**src/rtl/swba_pkg.sv**
```systemverilog
`timescale 1ns / 1ps

package swba_pkg;

  localparam int unsigned DEPTH      = 16;
  localparam int unsigned DATA_WIDTH = 16;
  localparam int unsigned AW         = $clog2(DEPTH);
  localparam int unsigned CW         = $clog2(DEPTH + 1);

  typedef logic [AW-1:0]         addr_t;
  typedef logic [CW-1:0]         cnt_t;
  typedef logic [DATA_WIDTH-1:0] word_t;

  typedef enum logic [2:0] {
    OP_CLEAR   = 3'd0,
    OP_PUSH    = 3'd1,
    OP_POP     = 3'd2,
    OP_SWAP_TT = 3'd3,
    OP_REM_BOT = 3'd4,
    OP_SWAP_TB = 3'd5
  } op_t;

  typedef enum logic [1:0] {
    ST_OK   = 2'd0,
    ST_FEW  = 2'd1,
    ST_FULL = 2'd2
  } status_t;

  typedef enum logic [1:0] {
    S_IDLE,
    S_READ,
    S_EXEC,
    S_SWAP
  } state_t;

  typedef struct packed {
    logic load;
    logic read;
    logic exec;
    logic swap_wr;
    logic finish;
  } ctl_cmd_t;

  typedef struct packed {
    logic swap_pending;
  } ctl_stat_t;

  // Position off places above base in the ring. base < DEPTH and off <= DEPTH
  // keep the sum below twice the depth, so one subtract wraps it.
  function automatic addr_t ring_add(addr_t base, cnt_t off);
    logic [CW:0] s;
    s = {{(CW + 1 - AW){1'b0}}, base} + {1'b0, off};
    if (s >= (CW + 1)'(DEPTH)) begin
      s = s - (CW + 1)'(DEPTH);
    end
    return s[AW-1:0];
  endfunction

endpackage

```
**src/rtl/swba_ctrl.sv**
```systemverilog
`timescale 1ns / 1ps

module swba_ctrl (
  input  logic                clk,
  input  logic                rst,
  input  logic                start,
  input  swba_pkg::ctl_stat_t stat,
  output swba_pkg::ctl_cmd_t  cmd,
  output logic                busy
);

  swba_pkg::state_t state, state_next;

  always_ff @(posedge clk) begin
    if (rst) begin
      state <= swba_pkg::S_IDLE;
    end else begin
      state <= state_next;
    end
  end

  always_comb begin
    state_next = state;
    cmd        = '0;
    busy       = 1'b1;
    unique case (state)
      swba_pkg::S_IDLE: begin
        busy = 1'b0;
        if (start) begin
          cmd.load   = 1'b1;
          state_next = swba_pkg::S_READ;
        end
      end
      swba_pkg::S_READ: begin
        cmd.read   = 1'b1;
        state_next = swba_pkg::S_EXEC;
      end
      swba_pkg::S_EXEC: begin
        cmd.exec = 1'b1;
        if (stat.swap_pending) begin
          state_next = swba_pkg::S_SWAP;
        end else begin
          cmd.finish = 1'b1;
          state_next = swba_pkg::S_IDLE;
        end
      end
      swba_pkg::S_SWAP: begin
        cmd.swap_wr = 1'b1;
        cmd.finish  = 1'b1;
        state_next  = swba_pkg::S_IDLE;
      end
      default: begin
        state_next = swba_pkg::S_IDLE;
      end
    endcase
  end

endmodule

```
**src/rtl/swba_dp.sv**
```systemverilog
`timescale 1ns / 1ps

module swba_dp (
  input  logic                                clk,
  input  logic                                rst,
  input  swba_pkg::ctl_cmd_t                  cmd,
  input  logic [2:0]                          operation,
  input  logic [swba_pkg::DATA_WIDTH-1:0]     value,
  output swba_pkg::ctl_stat_t                 stat,
  output logic [1:0]                          status,
  output logic [swba_pkg::DATA_WIDTH-1:0]     data,
  output logic [swba_pkg::CW-1:0]             count,
  output logic                                done
);

  swba_pkg::word_t mem [swba_pkg::DEPTH];

  swba_pkg::op_t   op;
  swba_pkg::word_t val;
  swba_pkg::addr_t bottom, bottom_next;
  swba_pkg::cnt_t  cnt, cnt_next;
  swba_pkg::addr_t addr_a, addr_b;
  swba_pkg::addr_t addr_a_c, addr_b_c;
  swba_pkg::word_t rd_a, rd_b;

  swba_pkg::status_t st_c;
  swba_pkg::word_t   data_c;
  logic              we;
  swba_pkg::addr_t   wa;
  swba_pkg::word_t   wd;
  logic              is_swap;

  swba_pkg::cnt_t cnt_m1, cnt_m2;

  assign cnt_m1 = cnt - swba_pkg::CW'(1);
  assign cnt_m2 = cnt - swba_pkg::CW'(2);

  // Address a is the top (the push slot for a push, the bottom for remove-bottom), address b the second operand.
  always_comb begin
    addr_a_c = swba_pkg::ring_add(bottom, cnt_m1);
    addr_b_c = bottom;
    unique case (op)
      swba_pkg::OP_PUSH:    addr_a_c = swba_pkg::ring_add(bottom, cnt);
      swba_pkg::OP_REM_BOT: addr_a_c = bottom;
      swba_pkg::OP_SWAP_TT: addr_b_c = swba_pkg::ring_add(bottom, cnt_m2);
      default: ;
    endcase
  end

  assign is_swap = (op == swba_pkg::OP_SWAP_TT) || (op == swba_pkg::OP_SWAP_TB);
  assign stat.swap_pending = is_swap && (cnt >= swba_pkg::CW'(2));

  always_comb begin
    st_c        = swba_pkg::ST_OK;
    data_c      = '0;
    cnt_next    = cnt;
    bottom_next = bottom;
    we          = 1'b0;
    wa          = addr_a;
    wd          = rd_b;
    unique case (op)
      swba_pkg::OP_CLEAR: begin
        cnt_next    = '0;
        bottom_next = '0;
      end
      swba_pkg::OP_PUSH: begin
        if (cnt == swba_pkg::CW'(swba_pkg::DEPTH)) begin
          st_c = swba_pkg::ST_FULL;
        end else begin
          we       = 1'b1;
          wd       = val;
          cnt_next = cnt + swba_pkg::CW'(1);
          data_c   = val;
        end
      end
      swba_pkg::OP_POP: begin
        if (cnt == '0) begin
          st_c = swba_pkg::ST_FEW;
        end else begin
          data_c   = rd_a;
          cnt_next = cnt_m1;
        end
      end
      swba_pkg::OP_REM_BOT: begin
        if (cnt == '0) begin
          st_c = swba_pkg::ST_FEW;
        end else begin
          data_c      = rd_a;
          cnt_next    = cnt_m1;
          bottom_next = swba_pkg::ring_add(bottom, swba_pkg::CW'(1));
        end
      end
      swba_pkg::OP_SWAP_TT, swba_pkg::OP_SWAP_TB: begin
        if (cnt < swba_pkg::CW'(2)) begin
          st_c = swba_pkg::ST_FEW;
        end else begin
          we = 1'b1;
        end
      end
      default: ;
    endcase
    // The second half of a swap puts the old top into the lower slot.
    if (cmd.swap_wr) begin
      we = 1'b1;
      wa = addr_b;
      wd = rd_a;
    end else if (!cmd.exec) begin
      we = 1'b0;
    end
  end

  always_ff @(posedge clk) begin
    if (cmd.load) begin
      op  <= swba_pkg::op_t'(operation);
      val <= value;
    end
    if (cmd.read) begin
      addr_a <= addr_a_c;
      addr_b <= addr_b_c;
      rd_a   <= mem[addr_a_c];
      rd_b   <= mem[addr_b_c];
    end
    if (we) begin
      mem[wa] <= wd;
    end
    if (cmd.exec) begin
      status <= st_c;
      data   <= data_c;
      count  <= cnt_next;
    end
  end

  always_ff @(posedge clk) begin
    if (rst) begin
      cnt    <= '0;
      bottom <= '0;
      done   <= 1'b0;
    end else begin
      done <= cmd.finish;
      if (cmd.exec) begin
        cnt    <= cnt_next;
        bottom <= bottom_next;
      end
    end
  end

endmodule

```
**src/rtl/stack_with_bottom_access_unit.sv**
```systemverilog
`timescale 1ns / 1ps

// Bounded LIFO stack of DEPTH words kept in a ring, with access to both ends.
// An operation is taken when start is high while busy is low; its result
// (status, data, count) is registered and done is high for exactly one cycle, and the
// receiver cannot stall it. A transaction loads the operands, reads in S_READ
// and executes in S_EXEC before done (a successful swap also passes S_SWAP), since
// the single-write-port register file has a registered read and writes one entry at a time; busy
// falls in the cycle done rises, so the next operation may start then.
module stack_with_bottom_access_unit (
  input  logic                            clk,
  input  logic                            rst,
  input  logic                            start,
  output logic                            busy,
  input  logic [2:0]                      operation,
  input  logic [swba_pkg::DATA_WIDTH-1:0] value,
  output logic                            done,
  output logic [1:0]                      status,
  output logic [swba_pkg::DATA_WIDTH-1:0] data,
  output logic [swba_pkg::CW-1:0]         count
);

  swba_pkg::ctl_cmd_t  cmd;
  swba_pkg::ctl_stat_t stat;

  swba_ctrl u_ctrl (
    .clk   (clk),
    .rst   (rst),
    .start (start),
    .stat  (stat),
    .cmd   (cmd),
    .busy  (busy)
  );

  swba_dp u_dp (
    .clk       (clk),
    .rst       (rst),
    .cmd       (cmd),
    .operation (operation),
    .value     (value),
    .stat      (stat),
    .status    (status),
    .data      (data),
    .count     (count),
    .done      (done)
  );

endmodule
```
**config.mk**
```make
export PLATFORM = sky130hd
export DESIGN_NAME = stack_with_bottom_access_unit
export DESIGN_NICKNAME = d
export VERILOG_FILES = /design/src/rtl/swba_pkg.sv /design/src/rtl/swba_ctrl.sv /design/src/rtl/swba_dp.sv /design/src/rtl/stack_with_bottom_access_unit.sv
export SDC_FILE = /design/constraint.sdc
export NUM_CORES = 1
export LEC_CHECK = 0
export ABC_AREA = 0
export BUFFER_PORTS_ARGS = -buffer_cell sky130_fd_sc_hd__buf_2
export CAP_MARGIN = 0
export CORE_MARGIN = 10
export CORE_UTILIZATION = 50
export CTS_BUF_LIST = sky130_fd_sc_hd__clkbuf_8 sky130_fd_sc_hd__clkbuf_16
export DETAILED_ROUTE_END_ITERATION = 8
export PLACE_DENSITY = 0.63
export SLEW_MARGIN = 20
export SYNTH_ARGS = -nofsm -noshare
export SYNTH_HDL_FRONTEND = slang
export SYNTH_SLANG_ARGS = --single-unit
```
**constraint.sdc**
```tcl
create_clock -name clk -period 3.25 [get_ports clk]
set_input_delay 0.8125 -clock clk [delete_from_list [all_inputs] [get_ports clk]]
set_output_delay 0.8125 -clock clk [all_outputs]
set_load 0.02 [all_outputs]
```
**Word level (Yosys, flattened, before mapping)**

Memory sizes are Yosys's and may differ from the RTL's. A register that Yosys moved wholly into a read port is not among the register bits.
Cells that the tools add are included.

- Register bits after elaboration: 62
- Bits in latches: 0
- Bits in writable memories: 256
- Bits in read-only memories: 0
- Input bits: 22
- Output and inout port bits: 25
- Logic and storage cells: 89
- Memories kept: 1

- Add/sub/neg operators: 11
- $mul: 0
- Divide/modulo/power cells: 0
- Order comparisons: 6
- Equal/unequal tests: 11
- Shift-type cells: 0
- Muxes and demuxes: 40
- Bitwise gates (word level): 0
- Reduce and logical (&&, ||, !) cells: 9

Memory list:

| name | depth | bits a word | rd ports | clocked after memory_dff | wr ports | RTL line | source |
|---|---|---|---|---|---|---|---|
| u_dp.mem | 16 | 16 | 2 | 2 | 1 | swba_dp.sv:16 | `swba_pkg::word_t mem [swba_pkg::DEPTH];` |

Operators by type and width:

| operator | count |
|---|---|
| $mux 16 | 5 |
| $pmux 16 s2 | 1 |
| $mux 4 | 7 |
| $add 4x5->6 | 3 |
| $ge 6x5->1 const B | 3 |
| $pmux 4 s2 | 2 |
| $sub 4x1->4 const B | 4 |
| $mux 1 | 15 |
| $pmux 5 s3 | 1 |
| $mux 5 | 2 |
| $pmux 2 s4 | 1 |
| $eq 3x2->1 const B | 2 |
| $eq 3x3->1 const B | 2 |
| $mux 2 | 3 |
| $pmux 2 s3 | 1 |
| $add 4x1->5 const B | 1 |
| $add 5x1->5 const B | 1 |
| $eq 5x5->1 const B | 1 |
| $ge 5x2->1 const B | 1 |
| $ge 5x5->1 const B | 1 |
| $logic_not 5->1 | 1 |
| $lt 5x2->1 const B | 1 |
| $sub 5x1->5 const B | 1 |
| $sub 5x2->5 const B | 1 |
| other kinds (12) | 16 |

**Depth between registers and ports, before layout**

Gate-level depths: netlist (run 1).

- Depth in word-level cells: 7
- Depth in mapped cells: 13
- Mapped depth without buffers: 12

**Hierarchy**

A second synthesis (run 1) with hierarchy kept.

- Cell total of the unflattened synthesis: 1209
- Area, all modules: 17018.8 um2

Modules (own cells, without submodules):

| module | instances | cells an instance | area an instance (um2) | seq. area each (um2) |
|---|---|---|---|---|
| swba_dp | 1 | 1194 | 16892.5 | 10349.9 |
| swba_ctrl | 1 | 15 | 126.4 | 40.0 |

**Least setup slack after synthesis (run 1)**

No wires, ideal clock.

- Path type: reg2reg
- Start point: reg u_dp.op[2]
- End point: reg u_dp.rd_a[10] (read register of u_dp.mem) (data pin)
- Setup time: 0.266 ns
- Arrival: 2.685 ns
- Data required time: 2.984 ns
- Setup slack: 0.299 ns
- Cell stages (with the launch flop): 13
- Path buffers: 3
- Period minus slack after synthesis: 2.951 ns
- Path through: edfxtp_1 -> or3b_1 -> buf_2 -> o21a_1 -> ha_1 -> a21o_1 -> a21oi_1 -> xor3_1 -> a21bo_2 -> buf_2 -> clkbuf_1 -> nand4_1 -> nand4_1

- Word-level cells in the longest chain between the ends: 2
- Elaborated cells between the ends (all ways): 3
- Classes of those cells: eq/ne: 2; mux: 1

Ends and longest elaborated chain:

| item | RTL line | source |
|---|---|---|
| start: declaration | swba_dp.sv:18 | `swba_pkg::op_t op;` |
| start signal: assignment | swba_dp.sv:114 | `op <= swba_pkg::op_t'(operation);` |
| $eq 3x3->1 or $eq 3x1->1 (tied branches) | swba_dp.sv:42 | `unique case (op)` |
| $pmux 4 s2 (*) | swba_dp.sv:42 |  |
| end: declaration | swba_dp.sv:24 | `swba_pkg::word_t rd_a, rd_b;` |

Every way passes the cells marked *; elsewhere a longest branch is shown, timed or not.
A chain may end at the register's enable or synchronous reset.

**Worst setup path in the final report (run 1)**

- Start point: reg u_dp.op[2]
- End point: reg u_dp.rd_a[3] (read register of u_dp.mem) (data pin)

The elaborated chain is that of the path after synthesis.

==> metrics.csv, run 1 <==
metric;value;unit
status;completed;
fillcell total;2655;
syn avg cell area;13.5;sq um
depth of the CTS H-tree;2;
Max Cap Viol;0;
Main synth FF type;edfxtp_1;
Design Power;10600;uW
share of layout cells above drive strength 1;0.197;
Die Ht;205;microns
Setup Crit Path Kind;flop to flop;
area of the mapped netlist;0.0171;sq mm
IO Pins;47;
Hold Buf Count CTS;0;
GRT Util Overall;0.224;
ANT cells;0;
sequential power share;0.484;
Period minus WS final;3.12;ns
Power Dens Cells;535;mW/mm^2
largest net degree at the start of global routing;51;
grt ovf;0;
antenna-violating nets left;0;
first-pass detailed-route iteration total;6;
Worst Max-Slew Pin Slew;1.08;ns
Non-Filler Instances;1850;
drt wl/cell;26.1;microns
Yosys reg bits;350;
first-pass GRT wire length;71200;microns
CTS tree;yes;
number of port buffers;46;
Combinational Power Share;0.112;
Leak;0.00780;uW
clk_skew;0.0151;ns
FFs w/ async S/R, synth;0;
hold crit path type;input port to flop;
WP data arrival;3.38;ns
DR vias/cell;6.27;
via count;11600;
clock net sink count;350;
core area;0.0337;sq mm
Final HPWL DP;30200;microns
RSZ-0062 raised after global routing;false;
NetSw;2510;uW
CP Capture Type;flop;
Rows;67;
Clock Latency Late Sink;0.53;ns
CP Cell Sequence;or3b_4 > o21a_1 > ha_1 > a21o_1 > a21oi_1 > xor3_1 > and3b_1 > buf_4 > o211ai_1 > nand4_1;
Starting Density;0.509;
Peak VDD IR;0.000346;V
Die W;205;microns
Syn Nets;1311;
die area;0.0421;sq mm
CP max stage cell;or3b_4;
placed insts;1769;
Cells after Synth;1273;
Slew HR;0.273;
Synth top area share;0.592;
Sw Share;0.237;
fin util;0.587;
Clock transition at path regs;0.06;ns
yosys warns;0;
initial antenna violation count;0;
synthesis-to-finish area growth;15.4;%
Area contributors post-synth;edfxtp_1, mux2i_1, a21oi_1;
top cell type by total area after synthesis;edfxtp_1;
Final Max Slew Viols;0;
max frequency;0.320;GHz
worst-path maximum fanout;32;
DRC;0;
Post-synth EDFFs;338;
critical path data required time;3.51;ns
Root Buffer;clkbuf_16;
vias in the first global route;11300;
crit-path max cell delay;0.46;ns
overall routed net length;48200;microns
Finish-stage setup viols;0;
Hold Vio Cnt, Final;0;
Nets;1410;
Clock Tree Buf Depth;3;
DR iter-0 viols;1351;
Final GP Congestion;0.872;
crit share post-route;0.960;
total negative slack;0;ns
clock power share;0.404;
Worst Setup Start Kind;flop;
Synth cell types;60;
post-synthesis sequential area ratio;0.606;
Num CTS Buffers;40;
Int Power;8070;uW
## area by class of cell
type / count / area, sq um / share of cell area
flip-flops and latches: 350 / 10400 / 0.525
clock inverters: 31 / 218 / 0.0110
multi-input cells: 809 / 6280 / 0.318
clock buffers: 41 / 1030 / 0.0519
inverters: 19 / 71.3 / 0.00361
well taps: 448 / 561 / 0.0283
repair buffers: 152 / 1230 / 0.0623
## stage by stage
step	area (sq um)	hold slack [ns]	setup slack, ns
2_1_floorplan	17100	0.519	0.299
3_3_place_gp	18400	0.560	-0.00540
3_5_place_dp	18400	0.558	-0.00467
4_1_cts	19700	0.441	0.0582
5_1_grt	19800	0.441	0.0244
6_report	19800	0.456	0.130
## critical path, delay by kind of cell (launching register included)
| family | cells | cell delay [ns] |
|---|---|---|
| and+or+nand+nor | 3 | 0.81 |
| AOI/OAI and AO/OA | 4 | 0.80 |
| DFF | 1 | 0.38 |
| xor gates and xnor gates | 1 | 0.32 |
| adders and majority gates | 1 | 0.26 |
| buffers and inverters | 1 | 0.24 |
## flip-flops by register name, summed over array words and instances, names as in the netlist
register / count
u_dp.done: 1
u_dp.op: 3
u_dp.rd_a: 16
u_dp.addr_b: 4
u_dp.status: 2
u_dp.data: 16
u_dp.cnt: 5
u_dp.bottom: 4
u_dp.addr_a: 4
u_dp.mem: 256
u_dp.count: 5
u_dp.val: 16
u_ctrl.state: 2
u_dp.rd_b: 16
## routing by layer
metal / wire (microns) / up-vias / GRT usage
li1: - / 5181 / -
met5: 0 / - / 0
met2: 21500 / 549 / 0.344
met3: 4360 / 91 / 0.0428
met1: 21200 / 5777 / 0.317
met4: 1120 / 0 / 0.0667
## cells in the final DEF, fill, tap and decap left out, drive strengths merged, types with 32 or more instances in the layout
cell type,instances
mux2,34
clkbuf,42
buf,150
mux2i,261
nand2,104
o211ai,32
nand4,50
nor2,54
edfxtp,338
a21oi,79
a221oi,33
## final timing paths
path / cells after the start / slack, ns / to / start
worst max-delay path: 10 / 0.13 / u_dp.rd_a[3]$_DFFE_PN_ / u_dp.op[2]$_DFFE_PP_
worst min-delay path: 1 / 0.46 / u_dp.val[12]$_DFFE_PP_ / value[12]
worst max register to register: 10 / 0.13 / u_dp.rd_a[3]$_DFFE_PN_ / u_dp.op[2]$_DFFE_PP_
worst min register to register: 2 / 0.57 / u_ctrl.state[0]$_SDFFE_PP0P_ / u_ctrl.state[1]$_SDFFE_PP0P_
## synthesized netlist by cell type (12+ instances only)
library cell,count
edfxtp_1,338
mux2i_1,259
nand2_1,104
a21oi_1,79
nor2_1,53
nand4_1,50
buf_2,39
a221oi_1,33
clkbuf_1,33
o211ai_1,32
mux2_2,29
o21ai_0,21
o22ai_1,17
a221o_1,16
a22o_1,16
inv_1,16
ha_1,14
buf_4,13
dfxtp_1,12
## cell families after synthesis
kind of cell,count (synthesis),share of synthesized area
buffers and inverters,114,0.0348
AO/OA/AOI/OAI,239,0.0947
flip-flops,350,0.606
AND/OR/NAND/NOR,248,0.0689
multiplexers,295,0.176
adder cells (fa/ha/maj),16,0.0126
XOR/XNOR,11,0.00693
## what timing repair did
action                                  in CTS  in global routing
gates cloned                                 1                  1
pin swaps                                    1                  1
endpoints found under the setup margin       7                 15
resized for setup                            1                  9
buffers inserted                             1                  6
## power groups by stage
| stage | sequential (uW) | combinational, uW | clock, uW |
|---|---|---|---|
| final | 5120 | 1190 | 4270 |
| after global placement | 5210 | 1110 | 0 |
| after floorplan | 5200 | 731 | 0 |
| after CTS | 5120 | 1140 | 4350 |
| after global routing | 5120 | 1260 | 4540 |
| after detailed placement | 5210 | 1120 | 0 |
(Power assumes the default switching activity.)
==> run 2: changes to the inputs <==
Settings changed: ABC_AREA 0 to default, CORE_MARGIN 10 to 2.
==> run 2 against run 1 <==
Effect of this change:
- die area shrank 15%
- cell count up 0.54%
- cell area grew 1.6%
- critical path depth rose by 2
- count of clock-buffer cells in the layout increased by 1
- critical path type unchanged
==> metrics.csv, run 2 (synthesized netlist as in run 1, its figures left out) <==
metric;value;unit;change
Setup Crit Path Kind;flop to flop;;unchanged
Hold Buf Count CTS;0;;unchanged
Finish-stage setup viols;0;;unchanged
Slew HR;0.269;;was 0.273
share of layout cells above drive strength 1;0.200;;was 0.197
Die W;189;microns;was 205 microns
core area;0.0336;sq mm;was 0.0337 sq mm
Period minus WS final;3.12;ns;about the same
CP Cell Sequence;or3b_4 > xnor2_1 > ha_1 > inv_1 > fa_1 > a21oi_4 > buf_12 > buf_4 > clkbuf_16 > mux2i_1 > nand4_1 > nand4_1;;was or3b_4 > o21a_1 > ha_1 > a21o_1 > a21oi_1 > xor3_1 > and3b_1 > buf_4 > o211ai_1 > nand4_1
antenna-violating nets left;0;;unchanged
Nets;1419;;was 1410
first-pass GRT wire length;68500;microns;was 71200 microns
initial antenna violation count;0;;unchanged
Die Ht;189;microns;was 205 microns
ANT cells;0;;unchanged
Max Cap Viol;0;;unchanged
total area of sequential cells;0.0104;sq mm;unchanged
depth of the CTS H-tree;2;;unchanged
DRC;0;;unchanged
crit-path most repeated cell;nand4_1;;
die area;0.0358;sq mm;was 0.0421 sq mm
Clock Tree Buf Depth;3;;unchanged
Final Max Slew Viols;0;;unchanged
worst-path maximum fanout;12;;was 32
Power Dens Cells;544;mW/mm^2;was 535 mW/mm^2
CP Capture Type;flop;;unchanged
Leak;0.00789;uW;was 0.00780 uW
max frequency;0.321;GHz;was 0.320 GHz
critical path data required time;3.67;ns;was 3.51 ns
vias in the first global route;11000;;was 11300
number of port buffers;46;;unchanged
max FFs per register;256;;unchanged
critical path's top delay family;adder cells;;was simple AND/OR/NAND/NOR gates
fillcell total;2607;;was 2655
RSZ-0062 raised after global routing;false;;unchanged
overall routed net length;46600;microns;was 48200 microns
DR vias/cell;6.18;;was 6.27
Final HPWL DP;30000;microns;was 30200 microns
Clock transition at path regs;0.06;ns;about the same
via count;11500;;was 11600
clock net sink count;350;;unchanged
WP data arrival;3.54;ns;was 3.38 ns
Clock Latency Late Sink;0.55;ns;was 0.53 ns
DR iter-0 viols;1049;;was 1351
Num CTS Buffers;40;;unchanged
area of the multi-input gates;0.00634;sq mm;was 0.00628 sq mm
CTS tree;yes;;unchanged
largest net degree at the start of global routing;49;;was 51
Worst Setup Start Kind;flop;;unchanged
total negative slack;0;ns;unchanged
crit share post-route;0.959;;was 0.960
Rows;67;;unchanged
synthesis-to-finish area growth;17.1;%;was 15.4%
clk_skew;0.0267;ns;was 0.0151 ns
Starting Density;0.510;;was 0.509
hold crit path type;input port to flop;;unchanged
commonest non-fill, non-tap cell in the layout;edfxtp_1;;unchanged
Peak VDD IR;0.000386;V;was 0.000346 V
Worst Max-Slew Pin Slew;1.08;ns;about the same
Final GP Congestion;0.851;;was 0.872
first-pass detailed-route iteration total;5;;was 6
drt wl/cell;25.1;microns;was 26.1 microns
crit-path max cell delay;0.51;ns;was 0.46 ns
most frequent cells in the layout;edfxtp_1, mux2i_1, nand2_1, buf_4, a21oi_1;;unchanged
status;completed;;unchanged
Hold Vio Cnt, Final;0;;unchanged
Biggest register;u_dp.mem;;unchanged
GRT Util Overall;0.255;;was 0.224
Root Buffer;clkbuf_16;;unchanged
CP Buf/Inv Count;4;;was 1
CP max stage cell;fa_1;;was or3b_4
IO Pins;47;;unchanged
fin util;0.597;;was 0.587
grt ovf;0;;unchanged
-- run 2: cell count changes in the layout (fill, tap and decap cells not counted), moves of 3 or more --
cell and delta:
mux2i_1 -8, clkinv_2 -7, mux2i_4 +6, buf_12 +5, nor2_1 +5, nor2_2 -5, bufinv_16 +3
-- run 2: repair_timing --
item                       in CTS  in global routing
setup endpoints to repair       2                 12
pin swaps                       0                  1
resized for setup               0                 22
buffers inserted                0                  8
cloned                          0                  3
-- run 2: path summary, 6_finish.rpt --
check	from	to	slack, ns	cells past startpoint
hold reg to reg	u_ctrl.state[1]$_SDFFE_PP0P_	u_dp.done$_SDFF_PP0_	0.58	1
hold / removal	value[7]	u_dp.val[7]$_DFFE_PP_	0.44	1
setup / recovery	u_dp.op[2]$_DFFE_PP_	u_dp.rd_a[6]$_DFFE_PN_	0.13	12
setup reg to reg	u_dp.op[2]$_DFFE_PP_	u_dp.rd_a[6]$_DFFE_PN_	0.13	12
-- run 2: where the power goes --
part           internal (uW)  switching, uW  total (uW)
clock                   2780           1800        4580
sequential              5070           46.4        5120
combinational            508            714        1220
-- run 2: area by class of cell --
| cell class | instances | area share |
|---|---|---|
| Clock buffer | 42 | 0.0518 |
| Clock inverter | 31 | 0.0146 |
| Inverter | 19 | 0.00355 |
| Multi-Input combinational cell | 809 | 0.316 |
| Sequential cell | 350 | 0.517 |
| Tap cell | 448 | 0.0279 |
| Timing Repair Buffer | 161 | 0.0693 |
-- run 2: metal layers --
layer  GRT usage  vias to the layer above  wire (microns)
met4      0.0649                        0             932
met3      0.0693                       67            4130
li1            -                     5208               -
met5           0                        -               0
met1       0.366                     5733           20500
met2       0.387                      483           21000
-- run 2: through the flow --
step                      cell area, sq um  power, uW  cells  hold WS (ns)  setup WS (ns)
after floorplan                      17100       5930   1273         0.519          0.299
after global placement               18500       6320   1776         0.563         0.0471
after detailed placement             18500       6330   1776         0.563         0.0267
after CTS                            19800      10900   1849         0.423       -0.00865
after global routing                 20100      11200   1860         0.438         0.0199
final                                20100      10900   1860         0.440          0.133
==> run 3: changes to the inputs <==
Settings changed: PLACE_DENSITY 0.63 to 0.66.
==> run 3 against run 2 <==
Effect of this change:
- global-route usage fell by 0.72 points
- worst setup slack got worse by 0.0073 ns
- cell count fell by 2.2%
- combinational power fell by 6%
- clock skew fell by 0.012 ns
- critical endpoint is now u_dp.rd_a[10]$_DFFE_PN_
==> metrics.csv, run 3 (synthesized netlist as in run 1, its figures left out) <==
metric;value;unit;change
status;completed;;unchanged
placed instance area;0.0183;sq mm;was 0.0185 sq mm
Worst Max-Slew Pin Slew;1.02;ns;was 1.08 ns
final instance area;0.0196;sq mm;was 0.0201 sq mm
max FFs per register;256;;unchanged
overall routed net length;44900;microns;was 46600 microns
Clock transition at path regs;0.06;ns;about the same
DRC;0;;unchanged
fillcell total;2597;;was 2607
Rows;67;;unchanged
GRT Util Overall;0.248;;was 0.255
CP Buf/Inv Count;3;;was 4
Die Ht;189;microns;unchanged
vias in the first global route;10800;;was 11000
worst-path maximum fanout;17;;was 12
most frequent cells in the layout;edfxtp_1, mux2i_1, nand2_1, a21oi_1, buf_4;;was edfxtp_1, mux2i_1, nand2_1, buf_4, a21oi_1
synthesis-to-finish area growth;14.6;%;was 17.1%
DR vias/cell;6.27;;was 6.18
max frequency;0.320;GHz;was 0.321 GHz
antenna-violating nets left;0;;unchanged
Slew HR;0.312;;was 0.269
clock net sink count;350;;unchanged
number of port buffers;46;;unchanged
dpl ws;-0.0103;ns;was 0.0267 ns
depth of the CTS H-tree;2;;unchanged
ANT cells;0;;unchanged
fin util;0.585;;was 0.597
Final GP Congestion;0.835;;was 0.851
Finish-stage setup viols;0;;unchanged
Clock Tree Buf Depth;3;;unchanged
total negative slack;0;ns;unchanged
Power Dens Cells;539;mW/mm^2;was 544 mW/mm^2
die area;0.0358;sq mm;unchanged
Leak;0.00765;uW;was 0.00789 uW
CTS tree;yes;;unchanged
largest net degree at the start of global routing;66;;was 49
grt ovf;0;;unchanged
Period minus WS final;3.12;ns;about the same
CP Cell Sequence;or3b_4 > xnor2_2 > ha_2 > inv_1 > fa_1 > a21oi_4 > buf_12 > buf_16 > mux2i_2 > o211ai_1 > nand4_1;;was or3b_4 > xnor2_1 > ha_1 > inv_1 > fa_1 > a21oi_4 > buf_12 > buf_4 > clkbuf_16 > mux2i_1 > nand4_1 > nand4_1
WP data arrival;3.51;ns;was 3.54 ns
via count;11400;;was 11500
Hold Vio Cnt, Final;0;;unchanged
Worst Setup Start Kind;flop;;unchanged
IO Pins;47;;unchanged
critical path's top delay family;adder cells;;unchanged
crit share post-route;0.961;;was 0.959
Clock Latency Late Sink;0.54;ns;was 0.55 ns
first-pass GRT wire length;66900;microns;was 68500 microns
CP max stage cell;fa_1;;unchanged
DR iter-0 viols;1233;;was 1049
final worst setup slack;0.126;ns;was 0.133 ns
hold crit path type;input port to flop;;unchanged
Max Cap Viol;0;;unchanged
Die W;189;microns;unchanged
Final Max Slew Viols;0;;unchanged
Setup Crit Path Kind;flop to flop;;unchanged
core area;0.0336;sq mm;unchanged
CP Capture Type;flop;;unchanged
drt wl/cell;24.7;microns;was 25.1 microns
Final HPWL DP;28200;microns;was 30000 microns
Nets;1388;;was 1419
critical path data required time;3.63;ns;was 3.67 ns
first-pass detailed-route iteration total;5;;unchanged
Num CTS Buffers;38;;was 40
Root Buffer;clkbuf_16;;unchanged
commonest non-fill, non-tap cell in the layout;edfxtp_1;;unchanged
initial antenna violation count;0;;unchanged
share of layout cells above drive strength 1;0.184;;was 0.200
crit-path max cell delay;0.52;ns;was 0.51 ns
Starting Density;0.510;;unchanged
Biggest register;u_dp.mem;;unchanged
clk_skew;0.0145;ns;was 0.0267 ns
Peak VDD IR;0.000375;V;was 0.000386 V
run 3: cell count changes in the layout (fill, tap and decap cells not counted), sizes merged:
cell,change
buf,-27
bufbuf,+1
clkinvlp,+1
inv,-2
clkbuf,-6
clkinv,-7
run 3: per-layer routing:
layer | vias to the layer above | routed length, microns | GRT usage | share of wire
li1 | 5138 | - | - | -
met1 | 5655 | 19700 | 0.363 | 0.44
met2 | 547 | 20100 | 0.379 | 0.45
met3 | 69 | 4160 | 0.0502 | 0.093
met4 | 0 | 923 | 0.0658 | 0.021
met5 | - | 0 | 0 | 0
run 3: cell type report:
class / count / area, sq um / share of cell area
Clock inverter: 23 / 262 / 0.0133
Inverter: 19 / 71.3 / 0.00363
Sequential cell: 350 / 10400 / 0.529
Clock buffer: 39 / 976 / 0.0497
Timing Repair Buffer: 132 / 1050 / 0.0534
Tap cell: 448 / 561 / 0.0285
Multi-Input combinational cell: 809 / 6340 / 0.323
run 3: path summary, 6_finish.rpt:
| check | from | end | slack [ns] | depth (start not counted) |
|---|---|---|---|---|
| setup / recovery | u_dp.op[2]$_DFFE_PP_ | u_dp.rd_a[10]$_DFFE_PN_ | 0.13 | 11 |
| hold / removal | operation[2] | u_dp.op[2]$_DFFE_PP_ | 0.46 | 1 |
| setup reg to reg | u_dp.op[2]$_DFFE_PP_ | u_dp.rd_a[10]$_DFFE_PN_ | 0.13 | 11 |
| hold reg to reg | u_ctrl.state[0]$_SDFFE_PP0P_ | u_ctrl.state[1]$_SDFFE_PP0P_ | 0.58 | 2 |
run 3: repair_timing:
| item | CTS | global route |
|---|---|---|
| gates cloned | 1 | 0 |
| setup endpoints to repair | 4 | 28 |
| resized for setup | 0 | 25 |
| buffers inserted | 1 | 0 |
| hold buffers | 0 | 0 |
| pin swaps | 1 | 5 |
run 3: power by group:
| part | switching [uW] | internal (uW) | leakage (uW) |
|---|---|---|---|
| logic | 689 | 461 | 0.00386 |
| clock network | 1700 | 2630 | 0.000621 |
| registers | 47.1 | 5070 | 0.00317 |
run 3: through the flow:
stage               std cells  total power, uW  hold slack (ns)
finish                   1820            10600            0.459
global placement         1756             6280            0.563
global route             1820            10900            0.448
CTS                      1820            10600            0.443
floorplan                1273             5930            0.519
detailed placement       1756             6290            0.565
run 3: worst reg2reg max path: cells and delay by family, from the launching register on:
family | cells | cell delay, ns
xor gates and xnor gates | 1 | 0.15
buffers and inverters | 3 | 0.49
adders and majority gates | 2 | 0.72
muxes | 1 | 0.31
DFF | 1 | 0.42
and+or+nand+nor | 2 | 0.56
AOI/OAI and AO/OA | 2 | 0.34
